### config.mk
export PLATFORM = sky130hd
export DESIGN_NAME = boundary_length_and_regularity_top
export DESIGN_NICKNAME = d
export VERILOG_FILES = /design/src/sv/blr_pkg.sv /design/src/sv/blr_iter.sv /design/src/sv/boundary_length_and_regularity_top.sv
export SDC_FILE = /design/constraint.sdc
export NUM_CORES = 2
export LEC_CHECK = 0
export BUFFER_PORTS_ARGS = -buffer_cell sky130_fd_sc_hd__clkbuf_2
export CORE_MARGIN = 4
export CORE_UTILIZATION = 45
export DETAILED_ROUTE_END_ITERATION = 10
export PLACE_DENSITY = 0.67
export REMOVE_ABC_BUFFERS = 1
export SETUP_SLACK_MARGIN = 0.05
export SLEW_MARGIN = 25
export SYNTH_ARGS = -nofsm -noshare
export SYNTH_HDL_FRONTEND = slang
export SYNTH_HIERARCHICAL = 1
export SYNTH_SLANG_ARGS = --single-unit
### constraint.sdc
create_clock -name clk -period 26 [get_ports clk]
set_input_delay 5.2 -clock clk [delete_from_list [all_inputs] [get_ports clk]]
set_output_delay 5.2 -clock clk [all_outputs]
set_load 0.02 [all_outputs]
### src/sv/blr_pkg.sv
// blr_pkg: shared types and constants for the boundary length and regularity block
// no dependencies; imported by every module of the block
`default_nettype none

package blr_pkg;

	// fixed field widths of the point and result transfers
	localparam int COORD_FIELD_W = 16;
	localparam int LEN_SUM_W     = 27;
	localparam int SQ_SUM_W      = 44;
	localparam int REG_W         = 17;
	localparam int SEEN_W        = 11;

	// shared multiplier: operands wide enough for the length sum
	localparam int MUL_W      = LEN_SUM_W;
	localparam int PROD_W     = 2 * MUL_W;
	localparam int SQ_HALF_W  = SQ_SUM_W / 2;

	// fewest points that form one segment
	localparam int MIN_POINTS = 2;

	// saturation limits
	localparam logic [LEN_SUM_W-1:0] LEN_SUM_MAX = '1;
	localparam logic [SQ_SUM_W-1:0]  SQ_SUM_MAX  = '1;
	localparam logic [REG_W-1:0]     REG_MAX     = '1;

	// one input point
	typedef struct packed {
		logic signed [COORD_FIELD_W-1:0] x_mm;
		logic signed [COORD_FIELD_W-1:0] y_mm;
		logic                            last_point;
	} blr_in_t;

	// one segment result
	typedef struct packed {
		logic [LEN_SUM_W-1:0] total_length;
		logic [REG_W-1:0]     regularity;
		logic [SEEN_W-1:0]    points_seen;
		logic                 too_few;
		logic                 overflowed;
	} blr_out_t;

	// operations of the shared root / divide unit
	typedef enum logic [1:0] {
		OP_ROOT = 2'b01,
		OP_DIV  = 2'b10
	} blr_op_t;

	// command from the sequencer to the shared unit
	typedef struct packed {
		logic    start;
		blr_op_t op;
	} blr_cmd_t;

endpackage

`default_nettype wire

### src/sv/blr_iter.sv
// blr_iter: shared iterative unit, restoring integer square root and restoring division
// depends on blr_pkg (blr_cmd_t, blr_op_t)
`default_nettype none

module blr_iter import blr_pkg::*; #(
	parameter int W = 56,
	localparam int SW = $clog2(W + 1)
) (
	input  logic          clk,
	input  logic          arst_n,
	input  blr_cmd_t      cmd,
	input  logic [W-1:0]  operand,
	input  logic [W-1:0]  divisor,
	input  logic [SW-1:0] steps,
	output logic          done,
	output logic [W-1:0]  result
);

	logic          busy_q;
	logic          done_q;
	logic [SW-1:0] cnt_q;
	blr_op_t       op_q;
	logic [W-1:0]  opnd_q;
	logic [W-1:0]  div_q;
	logic [W:0]    rem_q;
	logic [W-1:0]  res_q;

	logic [W:0]    cand;
	logic [W:0]    trial;
	logic [W-1:0]  opnd_nxt;
	logic          ge;

	// one step: bring in the next one or two operand bits, trial subtract
	always_comb begin
		if (op_q == OP_DIV) begin
			cand     = {rem_q[W-1:0], opnd_q[W-1]};
			trial    = {1'b0, div_q};
			opnd_nxt = {opnd_q[W-2:0], 1'b0};
		end else begin
			cand     = {rem_q[W-2:0], opnd_q[W-1:W-2]};
			trial    = {res_q[W-2:0], 2'b01};
			opnd_nxt = {opnd_q[W-3:0], 2'b00};
		end
		ge = (cand >= trial);
	end

	// step counter and done pulse
	always_ff @(posedge clk or negedge arst_n) begin
		if (!arst_n) begin
			busy_q <= 1'b0;
			done_q <= 1'b0;
			cnt_q  <= '0;
			op_q   <= OP_ROOT;
		end else begin
			done_q <= 1'b0;
			if (cmd.start && !busy_q) begin
				busy_q <= 1'b1;
				cnt_q  <= steps;
				op_q   <= cmd.op;
			end else if (busy_q) begin
				cnt_q <= cnt_q - SW'(1);
				if (cnt_q == SW'(1)) begin
					busy_q <= 1'b0;
					done_q <= 1'b1;
				end
			end
		end
	end

	// operand, remainder and result datapath
	always_ff @(posedge clk) begin
		if (cmd.start && !busy_q) begin
			opnd_q <= operand;
			div_q  <= divisor;
			rem_q  <= '0;
			res_q  <= '0;
		end else if (busy_q) begin
			opnd_q <= opnd_nxt;
			rem_q  <= ge ? (cand - trial) : cand;
			res_q  <= {res_q[W-2:0], ge};
		end
	end

	assign done   = done_q;
	assign result = res_q;

endmodule

`default_nettype wire

### src/sv/boundary_length_and_regularity_top.sv
// Boundary length and regularity of one laser scan segment. Points arrive one per transfer
// (start high while busy is low); the point flagged last closes the segment and,
// then, one result is shown for exactly one cycle with done high. The receiver cannot stall,
// so the result must be taken in that cycle. A point that follows an earlier one runs the
// difference, square, root and accumulate states before the next transfer can be taken:
// the COORD_BITS + 1 steps of the shared square root unit and the multiply and accumulate
// steps around them. The first point of a segment and a point dropped for lack of room skip
// these states. Closing a segment of two or more points runs a bit-serial division over
// RAD_W steps (RAD_W is 56 at the defaults) and then a square root over RAD_W / 2 steps,
// both in the same unit. Sums and outputs saturate at their field widths.
// depends on blr_pkg and blr_iter
`default_nettype none

module boundary_length_and_regularity_top import blr_pkg::*; #(
	parameter int MAX_POINTS = 1024,
	parameter int COORD_BITS = 16
) (
	input  logic     clk,
	input  logic     arst_n,
	input  logic     start,
	output logic     busy,
	input  blr_in_t  point,
	output logic     done,
	output blr_out_t result
);

	localparam int CW       = COORD_BITS;
	localparam int CNT_W    = $clog2(MAX_POINTS + 1);
	localparam int LEN_W    = CW + 1;
	localparam int A0       = CNT_W + SQ_SUM_W;
	localparam int A1       = (A0 > PROD_W) ? A0 : PROD_W;
	localparam int A2       = (A1 > 2 * CW + 1) ? A1 : 2 * CW + 1;
	localparam int RAD_W    = A2 + (A2 % 2);
	localparam int SW       = $clog2(RAD_W + 1);
	localparam int PT_SHIFT = RAD_W - 2 * LEN_W;

	typedef enum logic [14:0] {
		ST_IDLE  = 15'b000000000000001,
		ST_DIFF  = 15'b000000000000010,
		ST_SQX   = 15'b000000000000100,
		ST_SQY   = 15'b000000000001000,
		ST_RADD  = 15'b000000000010000,
		ST_ROOT  = 15'b000000000100000,
		ST_SACC  = 15'b000000001000000,
		ST_FIN   = 15'b000000010000000,
		ST_SS    = 15'b000000100000000,
		ST_NQL   = 15'b000001000000000,
		ST_NQH   = 15'b000010000000000,
		ST_AADD  = 15'b000100000000000,
		ST_CMP   = 15'b001000000000000,
		ST_DWAIT = 15'b010000000000000,
		ST_RWAIT = 15'b100000000000000
	} blr_state_t;

	blr_state_t             state_q;
	logic signed [CW-1:0]   prev_x_q;
	logic signed [CW-1:0]   prev_y_q;
	logic [CNT_W-1:0]       count_q;
	logic [LEN_SUM_W-1:0]   lsum_q;
	logic [SQ_SUM_W-1:0]    ssum_q;
	logic                   drop_q;
	logic                   done_q;

	logic signed [CW-1:0]   cur_x_q;
	logic signed [CW-1:0]   cur_y_q;
	logic [CW-1:0]          dx_q;
	logic [CW-1:0]          dy_q;
	logic                   last_q;
	logic [PROD_W-1:0]      prod_q;
	logic [RAD_W-1:0]       acc_q;
	logic [PROD_W-1:0]      b_q;
	blr_out_t               result_q;

	logic                   accept;
	logic [CW+COORD_FIELD_W-1:0] ext_x;
	logic [CW+COORD_FIELD_W-1:0] ext_y;
	logic signed [CW-1:0]   in_x;
	logic signed [CW-1:0]   in_y;
	logic signed [CW:0]     ddx;
	logic signed [CW:0]     ddy;
	logic signed [CW:0]     adx;
	logic signed [CW:0]     ady;

	logic                   mul_en;
	logic [MUL_W-1:0]       mul_a;
	logic [MUL_W-1:0]       mul_b;

	logic [LEN_W-1:0]       len;
	logic [LEN_SUM_W:0]     lsum_add;
	logic [PROD_W:0]        ssum_add;
	logic [REG_W-1:0]       reg_sat;

	blr_cmd_t               it_cmd;
	logic [RAD_W-1:0]       it_opnd;
	logic [RAD_W-1:0]       it_divisor;
	logic [SW-1:0]          it_steps;
	logic                   it_done;
	logic [RAD_W-1:0]       it_res;

	assign busy   = (state_q != ST_IDLE);
	assign accept = start && !busy;

	// coordinates: low COORD_BITS of the field, sign taken from bit COORD_BITS-1
	assign ext_x = {{CW{1'b0}}, point.x_mm};
	assign ext_y = {{CW{1'b0}}, point.y_mm};
	assign in_x  = ext_x[CW-1:0];
	assign in_y  = ext_y[CW-1:0];

	// absolute coordinate differences to the previous point
	always_comb begin
		ddx = {cur_x_q[CW-1], cur_x_q} - {prev_x_q[CW-1], prev_x_q};
		ddy = {cur_y_q[CW-1], cur_y_q} - {prev_y_q[CW-1], prev_y_q};
		adx = ddx[CW] ? -ddx : ddx;
		ady = ddy[CW] ? -ddy : ddy;
	end

	// segment length from the shared unit and the saturating sums
	assign len      = it_res[LEN_W-1:0];
	assign lsum_add = (LEN_SUM_W + 1)'(lsum_q) + (LEN_SUM_W + 1)'(len);
	assign ssum_add = (PROD_W + 1)'(ssum_q) + (PROD_W + 1)'(prod_q);
	assign reg_sat  = (it_res > RAD_W'(REG_MAX)) ? REG_MAX : it_res[REG_W-1:0];

	// shared multiplier operand select
	always_comb begin
		mul_en = 1'b0;
		mul_a  = '0;
		mul_b  = '0;
		unique case (state_q)
			ST_SQX: begin
				mul_en = 1'b1;
				mul_a  = MUL_W'(dx_q);
				mul_b  = MUL_W'(dx_q);
			end
			ST_SQY: begin
				mul_en = 1'b1;
				mul_a  = MUL_W'(dy_q);
				mul_b  = MUL_W'(dy_q);
			end
			ST_ROOT: begin
				mul_en = it_done;
				mul_a  = MUL_W'(len);
				mul_b  = MUL_W'(len);
			end
			ST_SS: begin
				mul_en = 1'b1;
				mul_a  = MUL_W'(lsum_q);
				mul_b  = MUL_W'(lsum_q);
			end
			ST_NQL: begin
				mul_en = 1'b1;
				mul_a  = MUL_W'(count_q);
				mul_b  = MUL_W'(ssum_q[SQ_HALF_W-1:0]);
			end
			ST_NQH: begin
				mul_en = 1'b1;
				mul_a  = MUL_W'(count_q);
				mul_b  = MUL_W'(ssum_q[SQ_SUM_W-1:SQ_HALF_W]);
			end
			ST_AADD: begin
				mul_en = 1'b1;
				mul_a  = MUL_W'(count_q);
				mul_b  = MUL_W'(count_q - CNT_W'(1));
			end
			default: begin
				mul_en = 1'b0;
			end
		endcase
	end

	// commands to the shared root / divide unit
	always_comb begin
		it_cmd.start = 1'b0;
		it_cmd.op    = OP_ROOT;
		it_opnd      = '0;
		it_divisor   = '0;
		it_steps     = '0;
		unique case (state_q)
			ST_RADD: begin
				it_cmd.start = 1'b1;
				it_opnd      = (acc_q + RAD_W'(prod_q)) << PT_SHIFT;
				it_steps     = SW'(LEN_W);
			end
			ST_CMP: begin
				it_cmd.start = 1'b1;
				it_cmd.op    = OP_DIV;
				it_opnd      = (acc_q > RAD_W'(b_q)) ? (acc_q - RAD_W'(b_q)) : '0;
				it_divisor   = RAD_W'(prod_q);
				it_steps     = SW'(RAD_W);
			end
			ST_DWAIT: begin
				it_cmd.start = it_done;
				it_opnd      = it_res;
				it_steps     = SW'(RAD_W / 2);
			end
			default: begin
				it_cmd.start = 1'b0;
			end
		endcase
	end

	blr_iter #(
		.W(RAD_W)
	) u_iter (
		.clk     (clk),
		.arst_n  (arst_n),
		.cmd     (it_cmd),
		.operand (it_opnd),
		.divisor (it_divisor),
		.steps   (it_steps),
		.done    (it_done),
		.result  (it_res)
	);

	// sequencer and segment state
	always_ff @(posedge clk or negedge arst_n) begin
		if (!arst_n) begin
			state_q  <= ST_IDLE;
			prev_x_q <= '0;
			prev_y_q <= '0;
			count_q  <= '0;
			lsum_q   <= '0;
			ssum_q   <= '0;
			drop_q   <= 1'b0;
			done_q   <= 1'b0;
		end else begin
			done_q <= 1'b0;
			unique case (state_q)
				ST_IDLE: begin
					if (accept) begin
						if (count_q >= CNT_W'(MAX_POINTS)) begin
							drop_q  <= 1'b1;
							state_q <= point.last_point ? ST_FIN : ST_IDLE;
						end else if (count_q == '0) begin
							prev_x_q <= in_x;
							prev_y_q <= in_y;
							count_q  <= count_q + CNT_W'(1);
							state_q  <= point.last_point ? ST_FIN : ST_IDLE;
						end else begin
							state_q <= ST_DIFF;
						end
					end
				end
				ST_DIFF: begin
					prev_x_q <= cur_x_q;
					prev_y_q <= cur_y_q;
					count_q  <= count_q + CNT_W'(1);
					state_q  <= ST_SQX;
				end
				ST_SQX:  state_q <= ST_SQY;
				ST_SQY:  state_q <= ST_RADD;
				ST_RADD: state_q <= ST_ROOT;
				ST_ROOT: begin
					if (it_done) begin
						lsum_q  <= lsum_add[LEN_SUM_W] ? LEN_SUM_MAX : lsum_add[LEN_SUM_W-1:0];
						state_q <= ST_SACC;
					end
				end
				ST_SACC: begin
					ssum_q  <= (ssum_add > (PROD_W + 1)'(SQ_SUM_MAX)) ? SQ_SUM_MAX
						: ssum_add[SQ_SUM_W-1:0];
					state_q <= last_q ? ST_FIN : ST_IDLE;
				end
				ST_FIN: begin
					if (count_q < CNT_W'(MIN_POINTS)) begin
						done_q   <= 1'b1;
						prev_x_q <= '0;
						prev_y_q <= '0;
						count_q  <= '0;
						lsum_q   <= '0;
						ssum_q   <= '0;
						drop_q   <= 1'b0;
						state_q  <= ST_IDLE;
					end else begin
						state_q <= ST_SS;
					end
				end
				ST_SS:   state_q <= ST_NQL;
				ST_NQL:  state_q <= ST_NQH;
				ST_NQH:  state_q <= ST_AADD;
				ST_AADD: state_q <= ST_CMP;
				ST_CMP:  state_q <= ST_DWAIT;
				ST_DWAIT: begin
					if (it_done) begin
						state_q <= ST_RWAIT;
					end
				end
				ST_RWAIT: begin
					if (it_done) begin
						done_q   <= 1'b1;
						prev_x_q <= '0;
						prev_y_q <= '0;
						count_q  <= '0;
						lsum_q   <= '0;
						ssum_q   <= '0;
						drop_q   <= 1'b0;
						state_q  <= ST_IDLE;
					end
				end
				default: state_q <= ST_IDLE;
			endcase
		end
	end

	// datapath registers
	always_ff @(posedge clk) begin
		if (accept) begin
			cur_x_q <= in_x;
			cur_y_q <= in_y;
			last_q  <= point.last_point;
		end
		if (state_q == ST_DIFF) begin
			dx_q <= adx[CW-1:0];
			dy_q <= ady[CW-1:0];
		end
		if (mul_en) begin
			prod_q <= mul_a * mul_b;
		end
		// partial sums: dx squared, then n times the square sum
		if (state_q == ST_SQY || state_q == ST_NQH) begin
			acc_q <= RAD_W'(prod_q);
		end
		if (state_q == ST_AADD) begin
			acc_q <= acc_q + (RAD_W'(prod_q) << SQ_HALF_W);
		end
		if (state_q == ST_NQL) begin
			b_q <= prod_q;
		end
		// result fields
		if (state_q == ST_FIN) begin
			result_q.total_length <= '0;
			result_q.regularity   <= '0;
			result_q.points_seen  <= SEEN_W'(count_q);
			result_q.too_few      <= 1'b1;
			result_q.overflowed   <= drop_q;
		end
		if (state_q == ST_RWAIT) begin
			result_q.total_length <= lsum_q;
			result_q.regularity   <= reg_sat;
			result_q.points_seen  <= SEEN_W'(count_q);
			result_q.too_few      <= 1'b0;
			result_q.overflowed   <= drop_q;
		end
	end

	assign done   = done_q;
	assign result = result_q;

endmodule

`default_nettype wire

==> impl_metrics.py <==
metrics = {
    "setup_path": {
        "reg2reg_depth": 34,
        "r2r_end": "prod_q[49]$_DFFE_PP_",
        "cpMostUsedCell": "fa_1",
        "crit_type": "register to register",
        "critPathMaxStageDelay_ns": 0.90,
        "crit_fanout": 36,
        "cp_data_required_time_ns": 26.38,
        "crit_cells": 34,
        "cp_num_buf_inv": 8,
        "path_delay_family": "adder cells",
        "crit_path_end_kind": "register",
        "start_kind": "register",
        "regToRegStartpoint": "state_q[3]$_DFFE_PN0P_",
        "endpoint": "prod_q[49]$_DFFE_PP_",
        "cp_slowest_cell": "nand2_1",
        "cp-startpoint": "state_q[3]$_DFFE_PN0P_",
        "cp.arrival_ns": 11.59,
        "r2r_setup_slack_ns": 14.79,
    },
    "clock_tree": {
        "cts_resized": 0,
        "cts-root-buf": "clkbuf_16",
        "post_cts_buffers": 0,
        "clock_path_buffers": 3,
        "cts_sinks": 651,
        "numCtsBuffers": 73,
        "cts_tree": "yes",
        "clkLatencyLatePin_ns": 0.67,
        "cts_htree_levels": 3,
        "clk_pin_slew_ns": 0.06,
        "ctsHoldBuffers": 0,
    },
    "timing": {
        "setup_viol": 0,
        "period_minus_slack_ns": 11.21,
        "fin_crit_sh_pct": 43.11,
        "tns_ns": 0,
        "grt_setup_unrepaired": "false",
        "maxSlewHeadroom_pct": 25.80,
        "slew_violations": 0,
        "max_clock_freq_mhz": 89.21,
        "max_slew.worst_pin.slew_ns": 1.110,
        "final-hold-violation-count": 0,
        "skew_ns": 0.03626,
        "setup_ws_ns": 14.79,
    },
    "run_status": {
        "status": "completed",
    },
    "floorplan": {
        "die_x_um": 392.5,
        "fp.coreArea_um2": 146300,
        "num_rows": 140,
        "die_h_um": 392.5,
        "die-area_um2": 154000,
        "start_util_pct": 45.47,
        "ioPinCount": 95,
    },
    "cells_and_area": {
        "seq_area_um2": 17720,
        "synthToLayoutAreaGrowth_pct": 7.261,
        "layout-drive-gt1-share_pct": 5.719,
        "multiInputGateArea_um2": 43570,
        "fill_cells": 13788,
        "nets": 8579,
    },
    "route": {
        "wl_per_cell_um": 23.34,
        "post-route-drc-count": 0,
        "wl_um": 219900,
        "avgViaCountPerCell": 5.901,
        "drtIter0Drc": 5404,
        "dr.pass1.iters": 6,
        "ant_nets": 0,
        "num_vias": 55598,
    },
    "global_routing": {
        "grt_pass1_vias": 55575,
        "grt_pass1_wl_um": 338300,
        "grt_overflow": 0,
        "grt_max_degree": 99,
        "antenna_found_initial": 9,
        "grt_usage_pct": 28.51,
    },
    "placed_design": {
        "dp_slack_ns": 14.80,
        "place_congestion": 1.014,
        "io_buffers": 94,
        "dp_hpwl_um": 168000,
    },
    "min_path": {
        "worstHoldStart": "u_iter/rem_q[9]$_SDFFE_PP0P_",
        "hold_path_class": "register to register",
    },
    "power": {
        "p_per_area_nw_per_um2": 63.43,
        "ir_drop_mv": 0.08150,
        "p_leak_uw": 0.03334,
    },
    "synthesis": {
        "yosysSeqAreaShare_pct": 26.63,
        "async_flop_share_pct": 21.66,
        "avgSynthCellArea_um2": 8.856,
        "synth_cell_types": 108,
        "synthCells": 7510,
        "yosysWarnings": 6,
        "ys_ff_latch": 651,
        "synth_edf_count": 397,
        "synthFlopType": "edfxtp_1",
        "syn-cell-area_um2": 66510,
    },
    "run": {
        "drv_cap": 0,
    },
}
==> placed cells by master (no fill, tap or decap), drive strengths merged, types with 74 or more instances in the layout <==
master	count
buf	109
and2	180
nand3	147
dfxtp	113
mux2i	137
dfrtp	139
a21oi	361
a21o	133
a22oi	80
nand2	1232
nor2	405
xor2	117
fa	632
clkbuf	191
inv	1056
ha	470
edfxtp	397
nor3	74
o21ai	386
xnor2	208
==> sequential cells by signal (all words and copies together) (netlist names), 2 cells and up <==
register,cells
u_iter/div_q,56
cur_y_q,16
state_q,15
prod_q,54
cur_x_q,16
prev_x_q,16
prev_y_q,16
count_q,11
lsum_q,27
u_iter/op_q,2
u_iter/opnd_q,56
dx_q,16
result,57
acc_q,56
u_iter/rem_q,56
dy_q,16
b_q,54
u_iter/result,56
ssum_q,44
u_iter/cnt_q,6
==> per-stage QoR <==
stage | instances | power, µW | area [µm²] | hold slack, ns | utilization (%)
2_1_floorplan | 7161 | 2865 | 65070 | 0.4418 | -
3_3_place_gp | 9277 | 3430 | 68890 | 0.4552 | 47.10
3_5_place_dp | 9280 | 3462 | 68940 | 0.4600 | 47.13
4_1_cts | 9415 | 4518 | 71310 | 0.4681 | 48.75
5_1_grt | 9419 | 4804 | 71330 | 0.5044 | 48.77
6_report | 9422 | 4525 | 71340 | 0.4684 | 48.78
==> area by class of cell <==
class | instances | share of cell area (%)
flip-flops and latches | 651 | 24.84
diodes | 4 | 0.01403
well taps | 1917 | 3.362
multi-input cells | 5454 | 61.07
clock buffers | 95 | 2.806
repair buffers | 205 | 1.845
inverters | 1056 | 5.558
clock inverters | 40 | 0.5104
==> routing by layer <==
metal / GRT usage [%] / part of all wire, %
met3: 4.401 / 8.2
met4: 12.73 / 5.2
met2: 46.29 / 46
met5: 0 / 0
met1: 37.74 / 41
==> worst min-delay path: stages (launching register included) <==
cell	delay (ns)
dfxtp_1	0.32
nand2_1	0.05
o21ai_1	0.05
==> worst min-delay path by stage <==
| stage | endpoint | slack [ns] | cells after the start |
|---|---|---|---|
| floorplan | u_iter/rem_q[55]$_SDFFE_PP0P_ | 0.44 | 2 |
| global placement | u_iter/rem_q[9]$_SDFFE_PP0P_ | 0.46 | 2 |
| detailed placement | u_iter/rem_q[9]$_SDFFE_PP0P_ | 0.46 | 2 |
| CTS | u_iter/rem_q[9]$_SDFFE_PP0P_ | 0.47 | 2 |
| global route | u_iter/rem_q[9]$_SDFFE_PP0P_ | 0.50 | 2 |
| finish | u_iter/rem_q[9]$_SDFFE_PP0P_ | 0.47 | 2 |
==> power by group <==
| group | internal, µW | switching, µW | total, µW |
|---|---|---|---|
| Sequential | 1300 | 164 | 1470 |
| Combinational | 744 | 1270 | 2010 |
| Clock | 590 | 457 | 1050 |
==> Yosys cell counts (all sizes together) (79+ instances only) <==
library cell,n,area share (%)
a21o,133,1.5
a21oi,361,2.7
a22oi,80,0.90
and2,180,1.7
buf,79,0.65
clkbuf,272,1.5
dfrtp,139,5.2
dfxtp,113,3.4
edfxtp,397,18
fa,632,19
ha,470,8.8
inv,1050,5.9
mux2i,137,2.1
nand2,1232,7.0
nand3,147,1.1
nor2,405,2.3
o21ai,386,2.9
xnor2,208,2.7
xor2,117,1.5
==> logic make-up (layout without fill, tap and decap cells) <==
group | Yosys count | after routing | synth area share [%]
XOR/XNOR | 325 | 325 | 4.280
AO/OA/AOI/OAI | 1517 | 1517 | 14.99
multiplexers | 141 | 141 | 2.130
adder cells (fa/ha/maj) | 1102 | 1102 | 27.86
AND/OR/NAND/NOR | 2366 | 2366 | 15.95
other | 1 | 7 | 0.005638
buffers and inverters | 1407 | 1396 | 8.144
flip-flops | 651 | 651 | 26.63
(Power assumes the default switching activity.)
